File: src/sv/encoder_edge_speed_meter_macros.svh
// ----------------------------------------------------------------------------
// Encoder edge speed meter assertion macros
// Shorthand for clocked implication checks, disabled while the active-low reset is low.
// ----------------------------------------------------------------------------
`ifndef ENCODER_EDGE_SPEED_METER_MACROS_SVH
`define ENCODER_EDGE_SPEED_METER_MACROS_SVH

// same-cycle implication
`define EESM_ASSERT_IMP(label, clk, rst_n, ante, cons) \
    label: assert property (@(posedge clk) disable iff (!rst_n) (ante) |-> (cons)) \
        else $error("eesm same-cycle check failed");

// next-cycle implication
`define EESM_ASSERT_NEXT(label, clk, rst_n, ante, cons) \
    label: assert property (@(posedge clk) disable iff (!rst_n) (ante) |=> (cons)) \
        else $error("eesm next-cycle check failed");

`endif

File: src/sv/eesm_pkg.sv
// ----------------------------------------------------------------------------
// eesm_pkg
// Widths, register indexes, reset values and divider control types.
// ----------------------------------------------------------------------------
`default_nettype none

package eesm_pkg;

    localparam int W_STAMP = 26;
    localparam int W_INTV  = 27;
    localparam int W_HZ    = 26;
    localparam int W_LINES = 16;
    localparam int W_RPM   = 32;
    localparam int W_DEN   = W_INTV + W_LINES;
    localparam int W_CFG   = 27;
    localparam int W_IDX   = 2;

    localparam int DIV_STEPS = W_RPM;
    localparam int W_DCNT    = $clog2(DIV_STEPS);

    localparam logic [5:0] RPM_SECONDS = 6'd60;

    localparam logic [W_IDX-1:0] REG_COUNT_MODULUS = 2'd0;
    localparam logic [W_IDX-1:0] REG_CLOCK_HZ      = 2'd1;
    localparam logic [W_IDX-1:0] REG_LINES_CH0     = 2'd2;
    localparam logic [W_IDX-1:0] REG_LINES_CH1     = 2'd3;

    localparam logic [W_INTV-1:0] RST_COUNT_MODULUS = 27'd50000000;
    localparam logic [W_HZ-1:0]   RST_CLOCK_HZ      = 26'd50000000;

    typedef struct packed {
        logic start;
    } t_div_ctl;

    typedef struct packed {
        logic busy;
        logic done;
    } t_div_stat;

endpackage

`default_nettype wire

File: src/sv/eesm_edge_if.sv
// ----------------------------------------------------------------------------
// eesm_edge_if
// Encoder edge channel: valid/ready handshake with channel and timestamp.
// ----------------------------------------------------------------------------
`default_nettype none

interface eesm_edge_if import eesm_pkg::*; ();
    logic               valid;
    logic               ready;
    logic               channel;
    logic [W_STAMP-1:0] stamp;

    modport source (output valid, output channel, output stamp, input ready);
    modport sink   (input valid, input channel, input stamp, output ready);
endinterface

`default_nettype wire

File: src/sv/eesm_result_if.sv
// ----------------------------------------------------------------------------
// eesm_result_if
// Speed result channel: valid/ready handshake with interval and RPM.
// ----------------------------------------------------------------------------
`default_nettype none

interface eesm_result_if import eesm_pkg::*; ();
    logic              valid;
    logic              ready;
    logic              out_channel;
    logic [W_INTV-1:0] interval_clocks;
    logic              interval_valid;
    logic [W_RPM-1:0]  speed_rpm;
    logic              divide_fault;

    modport source (output valid, output out_channel, output interval_clocks,
                    output interval_valid, output speed_rpm, output divide_fault,
                    input ready);
    modport sink   (input valid, input out_channel, input interval_clocks,
                    input interval_valid, input speed_rpm, input divide_fault,
                    output ready);
endinterface

`default_nettype wire

File: src/sv/encoder_edge_speed_meter.sv
// ----------------------------------------------------------------------------
// encoder_edge_speed_meter
// Two-channel encoder period meter: interval since last edge and RPM.
// ----------------------------------------------------------------------------
// Usage:
//   i_edge   - one transaction per encoder edge: channel and the down-counting
//              timer value latched at that edge.
//   o_result - one transaction per edge: channel, interval in clocks, a valid
//              flag (set once the channel has an earlier edge), RPM and a fault flag
//              for a zero interval*lines product.
//   i_cfg_*  - register writes (modulus, clock rate, lines per channel); write
//              only while the block is idle.
// Timing: an edge is taken only when the sequencer is idle. A divided result
//   reaches o_result through the product, the check, 32 divider steps, the
//   quotient latch and the hand-off into the output register; results that
//   skip the divide (first edge, zero divisor) go from the check straight to
//   the hand-off. A new edge is not taken until the bit-serial divider and the
//   hand-off are through with the last one.
// Reset: per-channel stamps and edge history clear, registers return to
//   modulus 50e6, clock 50e6, zero lines; the output register empties.
// Stall: the output register holds its transaction until taken; the next edge
//   is still accepted and runs, parking in the hand-off state if the output
//   is still occupied when its result is ready.
// ----------------------------------------------------------------------------
`default_nettype none

module encoder_edge_speed_meter import eesm_pkg::*; #(
    parameter int CHANNELS = 2
) (
    input  wire logic             i_clk,
    input  wire logic             i_rst_n,
    eesm_edge_if.sink             i_edge,
    eesm_result_if.source         o_result,
    input  wire logic             i_cfg_we,
    input  wire logic [W_IDX-1:0] i_cfg_index,
    input  wire logic [W_CFG-1:0] i_cfg_wdata
);

    `include "encoder_edge_speed_meter_macros.svh"

    localparam int CH_W = (CHANNELS > 1) ? $clog2(CHANNELS) : 1;

    // sequencer states
    localparam logic [2:0] S_IDLE = 3'd0;
    localparam logic [2:0] S_MUL  = 3'd1;
    localparam logic [2:0] S_CHK  = 3'd2;
    localparam logic [2:0] S_DIV  = 3'd3;
    localparam logic [2:0] S_HOLD = 3'd4;

    // configuration
    logic [W_INTV-1:0]  r_modulus;
    logic [W_HZ-1:0]    r_clock_hz;
    logic [W_LINES-1:0] r_lines0;
    logic [W_LINES-1:0] r_lines1;

    // per-channel edge history
    logic [W_STAMP-1:0] r_last [CHANNELS];
    logic [CHANNELS-1:0] r_have_prev;
    logic [CHANNELS-1:0] r_valid_mark;

    // sequencer and working registers
    logic [2:0]         r_state;
    logic [2:0]         n_state;
    logic               r_ch;
    logic               r_ch_ok;
    logic               r_vld;
    logic [W_INTV-1:0]  r_intv;
    logic [W_DEN-1:0]   r_den;
    logic [W_RPM-1:0]   r_num;
    logic [W_RPM-1:0]   r_rpm;
    logic               r_flt;

    // output register
    logic               r_out_valid;
    logic               r_o_ch;
    logic [W_INTV-1:0]  r_o_intv;
    logic               r_o_vld;
    logic [W_RPM-1:0]   r_o_rpm;
    logic               r_o_flt;

    logic               w_accept;
    logic               w_ch_ok;
    logic [CH_W-1:0]    w_idx;
    logic [W_STAMP-1:0] w_prev;
    logic [W_INTV-1:0]  w_intv;
    logic [W_LINES-1:0] w_lines;
    logic               w_slot_free;
    logic               w_load_out;

    t_div_ctl           w_div_ctl;
    t_div_stat          w_div_stat;
    logic [W_RPM-1:0]   w_quot;

    assign i_edge.ready = (r_state == S_IDLE);
    assign w_accept     = i_edge.valid && i_edge.ready;
    assign w_idx        = CH_W'(i_edge.channel);
    assign w_ch_ok      = (CH_W'(i_edge.channel) < CH_W'(CHANNELS)) || (CHANNELS > 1);
    assign w_prev       = w_ch_ok ? r_last[w_idx] : '0;

    // interval in clocks; down-counter wraps at the configured modulus
    always_comb begin
        if (w_prev > i_edge.stamp) begin
            w_intv = {1'b0, w_prev - i_edge.stamp};
        end else begin
            w_intv = r_modulus + {1'b0, w_prev} - {1'b0, i_edge.stamp};
        end
    end

    assign w_lines = r_ch ? r_lines1 : r_lines0;

    // output register is free or being drained this cycle
    assign w_slot_free = !r_out_valid || o_result.ready;
    assign w_load_out  = (r_state == S_HOLD) && w_slot_free;

    // ---- configuration writes ----
    always_ff @(posedge i_clk) begin
        if (!i_rst_n) begin
            r_modulus  <= RST_COUNT_MODULUS;
            r_clock_hz <= RST_CLOCK_HZ;
            r_lines0   <= '0;
            r_lines1   <= '0;
        end else if (i_cfg_we) begin
            case (i_cfg_index)
                REG_COUNT_MODULUS: r_modulus  <= i_cfg_wdata[W_INTV-1:0];
                REG_CLOCK_HZ:      r_clock_hz <= i_cfg_wdata[W_HZ-1:0];
                REG_LINES_CH0:     r_lines0   <= i_cfg_wdata[W_LINES-1:0];
                REG_LINES_CH1:     r_lines1   <= i_cfg_wdata[W_LINES-1:0];
                default: begin
                end
            endcase
        end
    end

    // ---- channel history ----
    always_ff @(posedge i_clk) begin
        if (!i_rst_n) begin
            for (int i = 0; i < CHANNELS; i++) begin
                r_last[i] <= '0;
            end
            r_have_prev  <= '0;
            r_valid_mark <= '0;
        end else if (w_accept && w_ch_ok) begin
            r_last[w_idx]       <= i_edge.stamp;
            r_have_prev[w_idx]  <= 1'b1;
            r_valid_mark[w_idx] <= r_valid_mark[w_idx] | r_have_prev[w_idx];
        end
    end

    // ---- sequencer ----
    always_comb begin
        n_state         = r_state;
        w_div_ctl.start = 1'b0;
        case (r_state)
            S_IDLE: begin
                if (w_accept) begin
                    n_state = S_MUL;
                end
            end
            S_MUL: begin
                n_state = S_CHK;
            end
            S_CHK: begin
                if (r_vld && (r_den != '0)) begin
                    w_div_ctl.start = 1'b1;
                    n_state         = S_DIV;
                end else begin
                    n_state = S_HOLD;
                end
            end
            S_DIV: begin
                if (w_div_stat.done) begin
                    n_state = S_HOLD;
                end
            end
            S_HOLD: begin
                if (w_slot_free) begin
                    n_state = S_IDLE;
                end
            end
            default: begin
                n_state = S_IDLE;
            end
        endcase
    end

    always_ff @(posedge i_clk) begin
        if (!i_rst_n) begin
            r_state <= S_IDLE;
        end else begin
            r_state <= n_state;
        end
    end

    // ---- working registers ----
    always_ff @(posedge i_clk) begin
        case (r_state)
            S_IDLE: begin
                if (w_accept) begin
                    r_ch    <= i_edge.channel;
                    r_ch_ok <= w_ch_ok;
                    r_intv  <= w_ch_ok ? w_intv : '0;
                    r_vld   <= w_ch_ok && (r_valid_mark[w_idx] | r_have_prev[w_idx]);
                end
            end
            S_MUL: begin
                r_den <= W_DEN'(r_intv) * W_DEN'(w_lines);
                r_num <= W_RPM'(r_clock_hz) * W_RPM'(RPM_SECONDS);
            end
            S_CHK: begin
                r_rpm <= '0;
                r_flt <= r_vld && (r_den == '0);
            end
            S_DIV: begin
                if (w_div_stat.done) begin
                    r_rpm <= w_quot;
                end
            end
            default: begin
            end
        endcase
    end

    // ---- output register ----
    always_ff @(posedge i_clk) begin
        if (!i_rst_n) begin
            r_out_valid <= 1'b0;
        end else if (w_load_out) begin
            r_out_valid <= 1'b1;
        end else if (o_result.ready) begin
            r_out_valid <= 1'b0;
        end
    end

    always_ff @(posedge i_clk) begin
        if (w_load_out) begin
            r_o_ch   <= r_ch;
            r_o_intv <= r_intv;
            r_o_vld  <= r_vld;
            r_o_rpm  <= r_rpm;
            r_o_flt  <= r_flt;
        end
    end

    assign o_result.valid           = r_out_valid;
    assign o_result.out_channel     = r_o_ch;
    assign o_result.interval_clocks = r_o_intv;
    assign o_result.interval_valid  = r_o_vld;
    assign o_result.speed_rpm       = r_o_rpm;
    assign o_result.divide_fault    = r_o_flt;

    // shared bit-serial divider
    eesm_div u_div (
        .i_clk   (i_clk),
        .i_rst_n (i_rst_n),
        .i_ctl   (w_div_ctl),
        .i_num   (r_num),
        .i_den   (r_den),
        .o_stat  (w_div_stat),
        .o_quot  (w_quot)
    );

    // ---- checks ----
    `EESM_ASSERT_NEXT(a_accept_to_mul, i_clk, i_rst_n, w_accept, r_state == S_MUL)
    `EESM_ASSERT_IMP(a_fault_zero_rpm, i_clk, i_rst_n, r_out_valid && r_o_flt, r_o_rpm == '0)
    `EESM_ASSERT_IMP(a_invalid_quiet, i_clk, i_rst_n, r_out_valid && !r_o_vld, (r_o_rpm == '0) && !r_o_flt)
    `EESM_ASSERT_IMP(a_div_in_div_state, i_clk, i_rst_n, w_div_stat.busy, r_state == S_DIV)
    `EESM_ASSERT_IMP(a_bad_channel_zero, i_clk, i_rst_n, (r_state == S_HOLD) && !r_ch_ok, (r_intv == '0) && !r_vld)

endmodule

`default_nettype wire

File: src/sv/eesm_div.sv
// ----------------------------------------------------------------------------
// eesm_div
// Radix-2 restoring divider, one quotient bit per cycle, 32-bit quotient.
// ----------------------------------------------------------------------------
`default_nettype none

module eesm_div import eesm_pkg::*; (
    input  wire logic             i_clk,
    input  wire logic             i_rst_n,
    input  wire t_div_ctl         i_ctl,
    input  wire logic [W_RPM-1:0] i_num,
    input  wire logic [W_DEN-1:0] i_den,
    output t_div_stat             o_stat,
    output logic [W_RPM-1:0]      o_quot
);

    logic              r_busy;
    logic              r_done;
    logic [W_DCNT-1:0] r_cnt;
    logic [W_RPM-1:0]  r_rem;
    logic [W_RPM-1:0]  r_q;
    logic [W_DEN-1:0]  r_den;

    logic [W_RPM:0]    w_sh;
    logic [W_DEN:0]    w_diff;
    logic              w_take;

    // remainder never exceeds a prefix of the 32-bit numerator
    always_comb begin
        w_sh   = {r_rem, r_q[W_RPM-1]};
        w_diff = {{(W_DEN-W_RPM){1'b0}}, w_sh} - {1'b0, r_den};
        w_take = !w_diff[W_DEN];
    end

    always_ff @(posedge i_clk) begin
        if (!i_rst_n) begin
            r_busy <= 1'b0;
            r_done <= 1'b0;
            r_cnt  <= '0;
        end else begin
            r_done <= 1'b0;
            if (i_ctl.start) begin
                r_busy <= 1'b1;
                r_cnt  <= '0;
            end else if (r_busy) begin
                r_cnt <= r_cnt + 1'b1;
                if (r_cnt == W_DCNT'(DIV_STEPS - 1)) begin
                    r_busy <= 1'b0;
                    r_done <= 1'b1;
                end
            end
        end
    end

    always_ff @(posedge i_clk) begin
        if (i_ctl.start) begin
            r_rem <= '0;
            r_q   <= i_num;
            r_den <= i_den;
        end else if (r_busy) begin
            r_rem <= w_take ? w_diff[W_RPM-1:0] : w_sh[W_RPM-1:0];
            r_q   <= {r_q[W_RPM-2:0], w_take};
        end
    end

    assign o_stat.busy = r_busy;
    assign o_stat.done = r_done;
    assign o_quot      = r_q;

endmodule

`default_nettype wire
File: src/flat_wrapper.sv
// flat-port wrapper written by rule: the top's interface ports become plain ports
module encoder_edge_speed_meter_flat import eesm_pkg::*;
#(
    parameter int CHANNELS = 2
)
  (i_clk, i_rst_n, i_cfg_we, i_cfg_index, i_cfg_wdata, i_edge_valid, i_edge_channel, i_edge_stamp, i_edge_ready, o_result_valid, o_result_out_channel, o_result_interval_clocks, o_result_interval_valid, o_result_speed_rpm, o_result_divide_fault, o_result_ready);
  eesm_edge_if i_edge_i ();
  eesm_result_if o_result_i ();
  input  wire logic i_clk;
  input  wire logic i_rst_n;
  input  wire logic i_cfg_we;
  input  wire logic [W_IDX-1:0] i_cfg_index;
  input  wire logic [W_CFG-1:0] i_cfg_wdata;
  input wire logic [$bits(i_edge_i.valid)-1:0] i_edge_valid;
  input wire logic [$bits(i_edge_i.channel)-1:0] i_edge_channel;
  input wire logic [$bits(i_edge_i.stamp)-1:0] i_edge_stamp;
  output wire logic [$bits(i_edge_i.ready)-1:0] i_edge_ready;
  output wire logic [$bits(o_result_i.valid)-1:0] o_result_valid;
  output wire logic [$bits(o_result_i.out_channel)-1:0] o_result_out_channel;
  output wire logic [$bits(o_result_i.interval_clocks)-1:0] o_result_interval_clocks;
  output wire logic [$bits(o_result_i.interval_valid)-1:0] o_result_interval_valid;
  output wire logic [$bits(o_result_i.speed_rpm)-1:0] o_result_speed_rpm;
  output wire logic [$bits(o_result_i.divide_fault)-1:0] o_result_divide_fault;
  input wire logic [$bits(o_result_i.ready)-1:0] o_result_ready;
  assign i_edge_i.valid = i_edge_valid;
  assign i_edge_i.channel = i_edge_channel;
  assign i_edge_i.stamp = i_edge_stamp;
  assign i_edge_ready = i_edge_i.ready;
  assign o_result_valid = o_result_i.valid;
  assign o_result_out_channel = o_result_i.out_channel;
  assign o_result_interval_clocks = o_result_i.interval_clocks;
  assign o_result_interval_valid = o_result_i.interval_valid;
  assign o_result_speed_rpm = o_result_i.speed_rpm;
  assign o_result_divide_fault = o_result_i.divide_fault;
  assign o_result_i.ready = o_result_ready;
  encoder_edge_speed_meter #(.CHANNELS(CHANNELS)) u_core (.i_clk(i_clk), .i_rst_n(i_rst_n), .i_edge(i_edge_i), .o_result(o_result_i), .i_cfg_we(i_cfg_we), .i_cfg_index(i_cfg_index), .i_cfg_wdata(i_cfg_wdata));
endmodule
File: config.mk
export PLATFORM = sky130hd
export DESIGN_NAME = encoder_edge_speed_meter_flat
export DESIGN_NICKNAME = d
export VERILOG_FILES = /design/src/sv/eesm_pkg.sv /design/src/sv/eesm_edge_if.sv /design/src/sv/eesm_result_if.sv /design/src/sv/encoder_edge_speed_meter.sv /design/src/sv/eesm_div.sv /design/src/flat_wrapper.sv
export VERILOG_INCLUDE_DIRS = /design/src /design/src/sv
export SDC_FILE = /design/constraint.sdc
export NUM_CORES = 2
export LEC_CHECK = 0
export BUFFER_PORTS_ARGS = -buffer_cell sky130_fd_sc_hd__buf_4
export CORE_MARGIN = 8
export CORE_UTILIZATION = 54
export CTS_CLUSTER_DIAMETER = 60
export CTS_CLUSTER_SIZE = 24
export DETAILED_ROUTE_END_ITERATION = 12
export PLACE_DENSITY = 0.83
export SYNTH_ARGS = -nofsm -noshare
export SYNTH_HDL_FRONTEND = slang
export SYNTH_SLANG_ARGS = --single-unit
File: constraint.sdc
create_clock -name i_clk -period 13.75 [get_ports i_clk]
set_clock_uncertainty 0.05 [all_clocks]
set_input_delay 0.6875 -clock i_clk [delete_from_list [all_inputs] [get_ports i_clk]]
set_output_delay 0.6875 -clock i_clk [all_outputs]
set_load 0.03 [all_outputs]
# Word-level counts from Yosys, hierarchy flattened

Memory sizes are Yosys's and may differ from the RTL's.
Index checks and enable logic that the tools add are counted.

Add/sub/neg operators: 5
$mul: 2
Order comparisons: 3
Eq/ne operators: 11
Multiplexer cells: 34
Bitwise logic cells: 4
Reduce and logical (&&, ||, !) cells: 25

Operator list:

| cell                                                 | number |
|---|---|
| two-way mux 32 bit                                   | 4 |
| one-hot mux 32 bit (2 select lines)                  | 1 |
| two-way mux 26 bit                                   | 2 |
| subtractor 33 x 43 -> 44 bit                         | 1 |
| logical NOT 43 bit                                   | 1 |
| multiplier 27 x 16 -> 43 bit                         | 1 |
| nonzero test 43 bit                                  | 1 |
| multiplier 26 x 4 -> 30 bit (second input constant)  | 1 |
| adder 27 x 26 -> 27 bit                              | 1 |
| subtractor 27 x 26 -> 27 bit                         | 1 |
| > comparator 26 bit                                  | 1 |
| OR reduction 26 bit                                  | 1 |
| subtractor 26 bit                                    | 1 |
| two-way mux 1 bit                                    | 19 |
| two-way mux 16 bit                                   | 1 |
| one-hot mux 3 bit (5 select lines)                   | 1 |
| two-way mux 3 bit                                    | 4 |
| AND reduction 2 bit                                  | 6 |
| equality test 3 x 2 -> 1 bit (second input constant) | 2 |
| nonzero test 2 bit                                   | 3 |
| adder 5 x 1 -> 5 bit (second input constant)         | 1 |
| equality test 5 bit (second input constant)          | 1 |
| logical AND 1 bit                                    | 5 |
| equality test 2 bit (second input constant)          | 2 |
| other kinds (19)                                     | 22 |

Flip-flop bits (word level): 404
Bits in writable memories: 52
Word-level logic and storage cells: 113
Memories kept: 1

Memories:

| name          | words | width | rd ports | clocked after Yosys merged registers in | write ports | line                           | text |
|---|---|---|---|---|---|---|---|
| u_core.r_last | 2     | 26    | 1        | 0                                       | 2           | encoder_edge_speed_meter.sv:57 | `logic [W_STAMP-1:0] r_last [CHANNELS];` |

# Depth between registers and ports, before layout

Word-level depth: 7
Gate-level depth with buffers: 28

# Hierarchy

From an unflattened synthesis, not the netlist that was laid out.

Cells, all modules: 3870
Area, all modules: 38642.1 µm²

By module, submodules not included:

| module                   | times used | cells each | area an instance (µm²) | seq. area each (µm²) |
|---|---|---|---|---|
| encoder_edge_speed_meter | 1          | 3251       | 32267.2                | 9339.0 |
| eesm_div                 | 1          | 619        | 6374.9                 | 3032.9 |

# Least setup slack after synthesis

OpenSTA, ideal clock, no wires.

Kind: flip-flop to flip-flop
Start point: reg u_core.r_ch
End point: reg u_core.r_den[35], data pin
Setup time: 262 ps
Arrival: 7022 ps
Setup slack: 6417 ps
Cell stages (with the launch flop): 28
Path buffers: 3
Cells stage by stage: edfxtp_1 > clkbuf_1 > buf_1 > mux2_2 > buf_1 > nand2_1 > fa_1 > inv_1 > fa_1 > inv_1 > fa_1 > inv_1 > fa_1 > fa_1 > inv_1 > fa_1 > inv_1 > ha_1 > a21o_1 > a21oi_1 > o211ai_1 > a221oi_1 > o31a_1 > o21ai_2 > or4_1 > a31oi_1 > o21ai_1 > xor2_1

Cells in the longest elaborated chain, start to end: 2

Ends and longest elaborated chain:

| item                         | line                            | text |
|---|---|---|
| from (decl)                  | encoder_edge_speed_meter.sv:64  | `logic r_ch;` |
| from (signal assigned)       | encoder_edge_speed_meter.sv:199 | `r_ch <= i_edge.channel;` |
| two-way mux 16 bit           | encoder_edge_speed_meter.sv:109 | `assign w_lines = r_ch ? r_lines1 : r_lines0;` |
| multiplier 27 x 16 -> 43 bit | encoder_edge_speed_meter.sv:206 | `r_den <= W_DEN'(r_intv) * W_DEN'(w_lines);` |
| to (signal assigned)         | encoder_edge_speed_meter.sv:206 |  |
| to (decl)                    | encoder_edge_speed_meter.sv:68  | `logic [W_DEN-1:0] r_den;` |

No other way between the ends.
A chain may end at the register's enable or synchronous reset.

# Final worst setup path

Start point: reg u_core.r_ch
End point: reg u_core.r_den[38], data pin

The elaborated chain is that of the path after synthesis.

==> implementation parameters <==
Parameter                              Value

Timing
  Setup violators final    0
  Post-route setup TNS    0 ps
  Slew of the pin with the lowest slew margin    1260 ps
  Final hold vios    0
  Final worst path period share    58.4%
  Highest achievable clock rate    124 MHz
  Clock period minus final worst setup slack    8030 ps
  Number of max-slew violations in the final report    0
  Headroom to the max-slew limit    16.1%
  RSZ-0062 raised after global routing    false

Routing
  Residual DRC count    0
  Total via count in the routed design    27400
  Number of violations reported at the end of detailed-routing iteration 0    2378
  Via density    5.68
  WL/cell    19.1 µm
  Antenna violation net count after detailed routing    0
  Total length of routed wires    92.1 mm
  First-pass iteration count of the detailed router    6

Die
  Overall die width    281 µm
  Initial Utilization    54.3%
  DIE AREA    78800 µm²
  Height of the die    281 µm
  Core Rows    97
  Placeable Area    69700 µm²
  Io pins    125

Global route
  Largest net degree at the start of global routing    97
  Global-route wire length before repair    149 mm
  Initial antenna violation count    4
  GRT Util Overall    23.4%
  GRT Residual Overflow    0
  Number of global-route vias before repair    28300

Synthesis
  Biggest area contributors in the synthesized netlist    sky130_fd_sc_hd__edfxtp_1, sky130_fd_sc_hd__fa_1, sky130_fd_sc_hd__ha_1, sky130_fd_sc_hd__dfxtp_1, sky130_fd_sc_hd__nand2_1
  Distinct cells, synth    85
  Seq/Total Area, Yosys    32.7%
  Synth Flop Type    sky130_fd_sc_hd__edfxtp_1
  Post-Synthesis Net Count    4536
  Share of async-settable or async-resettable flops after synthesis    0%
  Syn Inst Count    3814
  Combined area of all synthesized cells    37800 µm²
  Number of warnings issued by yosys    0
  Fraction of post-synthesis cell area in the top cell type by area    25.7%
  Biggest area consumer among synthesized cells    sky130_fd_sc_hd__edfxtp_1
  Number of enable flip-flop cells after synthesis    324
  Average instance area after synthesis    9.92 µm²
  Flop and latch count out of synthesis    456

Placement
  GPL Wtd Cong    0.949
  Final HPWL from detailed placement    68.2 mm
  Count of port buffers added during placement    124

Clocking
  Hold bufs inserted after CTS    0
  Clock root buffer    sky130_fd_sc_hd__clkbuf_16
  Largest buffer count on any clock path    3
  Clock tree from TritonCTS    done
  Clock sink count    456
  H-tree depth    2
  Number of gates resized after CTS    0
  Setup bufs post-CTS    0
  Clock slew seen by the registers of the worst setup and hold paths    90 ps
  TritonCTS Buffers    34
  Insertion delay of the later-clocked pin in the worst-skew pair    610 ps

Worst setup path
  Worst reg2reg path startpoint    u_core.r_ch
  Critical path data arrival time    8330 ps
  Critical path data required time    14040 ps
  Worst Setup Path Type    flop to flop
  Element type at the critical path end    flop
  Critical path peak fanout    27
  Critical path launch point type    flop
  First element of the critical path    u_core.r_ch

Pwr
  Leakage dissipation    18.2 nW
  Maximum VDD drop    101 µV
  Power per cell area    115 nW/µm²

Cells and area
  ANT cells    0
  Fraction of final layout cells sized beyond drive strength 1    6.58%
  Post-layout nets    4570
  Relative area change from synthesis to final layout    7.58%
  Utilization after layout    58.4%

Job
  Max-cap violation count    0

Hold path
  Min-Delay Path Class    primary input to flop
  Hold wc startpoint    i_rst_n

Status
  Run status    finished clean
registers in the layout, summed over array words and instances, names as in the netlist, 3 cells and up:
| name | count |
|---|---|
| u_core.r_last | 52 |
| u_core.r_den | 43 |
| u_core.u_div.r_den | 43 |
| u_core.o_result.speed_rpm | 32 |
| u_core.r_rpm | 32 |
| u_core.u_div.o_quot | 32 |
| u_core.u_div.r_rem | 32 |
| u_core.r_num | 30 |
| u_core.o_result.interval_clocks | 27 |
| u_core.r_intv | 27 |
| u_core.r_modulus | 27 |
| u_core.r_clock_hz | 26 |
| u_core.r_lines0 | 16 |
| u_core.r_lines1 | 16 |
| u_core.u_div.r_cnt | 5 |
| u_core.r_state | 3 |
worst max-delay path: stages (launching register included):
cell and delay [ps]:
sky130_fd_sc_hd__edfxtp_1 840, sky130_fd_sc_hd__mux2_2 790, sky130_fd_sc_hd__nand2_1 180, sky130_fd_sc_hd__fa_1 570
sky130_fd_sc_hd__inv_1 60, sky130_fd_sc_hd__fa_1 540, sky130_fd_sc_hd__inv_1 60, sky130_fd_sc_hd__fa_1 500
sky130_fd_sc_hd__inv_1 60, sky130_fd_sc_hd__fa_1 500, sky130_fd_sc_hd__fa_1 500, sky130_fd_sc_hd__inv_1 50
sky130_fd_sc_hd__fa_1 510, sky130_fd_sc_hd__inv_1 80, sky130_fd_sc_hd__ha_1 400, sky130_fd_sc_hd__nand4_1 190
sky130_fd_sc_hd__nor4_1 370, sky130_fd_sc_hd__a21oi_1 150, sky130_fd_sc_hd__a31oi_1 430, sky130_fd_sc_hd__o41ai_2 130
sky130_fd_sc_hd__o21ai_1 320, sky130_fd_sc_hd__a31oi_1 200, sky130_fd_sc_hd__o21bai_1 200, sky130_fd_sc_hd__xor2_1 80
final timing paths:
path,endpoint,slack [ps],cells past startpoint
setup / recovery,u_core.r_den[38],5720,23
hold / removal,u_core.r_clock_hz[23],280,2
setup reg to reg,u_core.r_den[38],5720,23
hold reg to reg,u_core.o_result.speed_rpm[3],380,0
stage by stage:
step	hold slack [ps]	instance area [µm²]	worst slack [ps]	total power [mW]	std cells
5_1_grt	272	40700	5260	4.97	4814
3_3_place_gp	353	39500	6090	3.54	4752
6_report	280	40700	5720	4.69	4814
2_1_floorplan	350	37800	6420	3.11	3814
4_1_cts	254	40700	5840	4.68	4814
3_5_place_dp	355	39500	5900	3.61	4752
cell families after synthesis:
logic type | count (synthesis) | share of synthesized area, %
muxes | 58 | 1.60
adders and majority gates | 661 | 30.3
AOI/OAI and AO/OA | 596 | 10.3
and+or+nand+nor | 1174 | 14.6
DFF | 456 | 32.7
xor gates and xnor gates | 132 | 3.06
buffers and inverters | 737 | 7.42
cell type report:
cell class / instances / area, µm²
Inverter: 592 / 2220
Timing Repair Buffer: 143 / 1070
Clock buffer: 40 / 895
Clock inverter: 22 / 260
Multi-Input combinational cell: 2621 / 22700
Sequential cell: 456 / 12400
Tap cell: 940 / 1180
Fill cell: 5724 / 29000
where the power goes:
group          internal [mW]  switching (mW)  leakage [nW]
Sequential              1.66           0.203          4.16
Clock                  0.505           0.558         0.565
Combinational          0.716            1.05          13.5
Total                   2.88            1.81          18.2
metal layers:
metal | vias to the layer above | GRT usage (%) | wire (µm) | share of wire, %
li1 | 12400 | - | - | -
met3 | 246 | 5.04 | 7910 | 8.6
met4 | 4 | 9.16 | 3760 | 4.1
met1 | 13500 | 30.4 | 37500 | 41
met5 | - | 0 | 19 | 0.021
met2 | 1126 | 38.2 | 42900 | 47
layout by cell type, fill, tap and decap left out, types with 70 or more instances in the layout:
| cell type | count |
|---|---|
| sky130_fd_sc_hd__buf_4 | 143 |
| sky130_fd_sc_hd__xnor2_1 | 87 |
| sky130_fd_sc_hd__and2_1 | 250 |
| sky130_fd_sc_hd__o21ai_0 | 89 |
| sky130_fd_sc_hd__a21o_1 | 70 |
| sky130_fd_sc_hd__a21boi_0 | 70 |
| sky130_fd_sc_hd__dfxtp_1 | 131 |
| sky130_fd_sc_hd__edfxtp_1 | 324 |
| sky130_fd_sc_hd__fa_1 | 425 |
| sky130_fd_sc_hd__nand2_1 | 602 |
| sky130_fd_sc_hd__a21oi_1 | 179 |
| sky130_fd_sc_hd__ha_1 | 236 |
| sky130_fd_sc_hd__inv_1 | 591 |
| sky130_fd_sc_hd__nor2_1 | 107 |
Yosys cell counts (all sizes together), types with 15 or more instances:
cell,number
and3,22
clkbuf,121
ha,236
and2,250
fa,425
a31oi,19
o21bai,17
a21oi,181
xor2,45
nor2,107
buf,24
o21ai,112
mux2i,38
dfxtp,132
mux2,20
nor2b,26
o211ai,19
o21a,20
nand3,40
o31ai,15
nor3,44
nand2b,26
nand2,602
nor4,19
inv,592
edfxtp,324
xnor2,87
a21boi,71
a21o,70
Power figures use the tool's default switching activity.
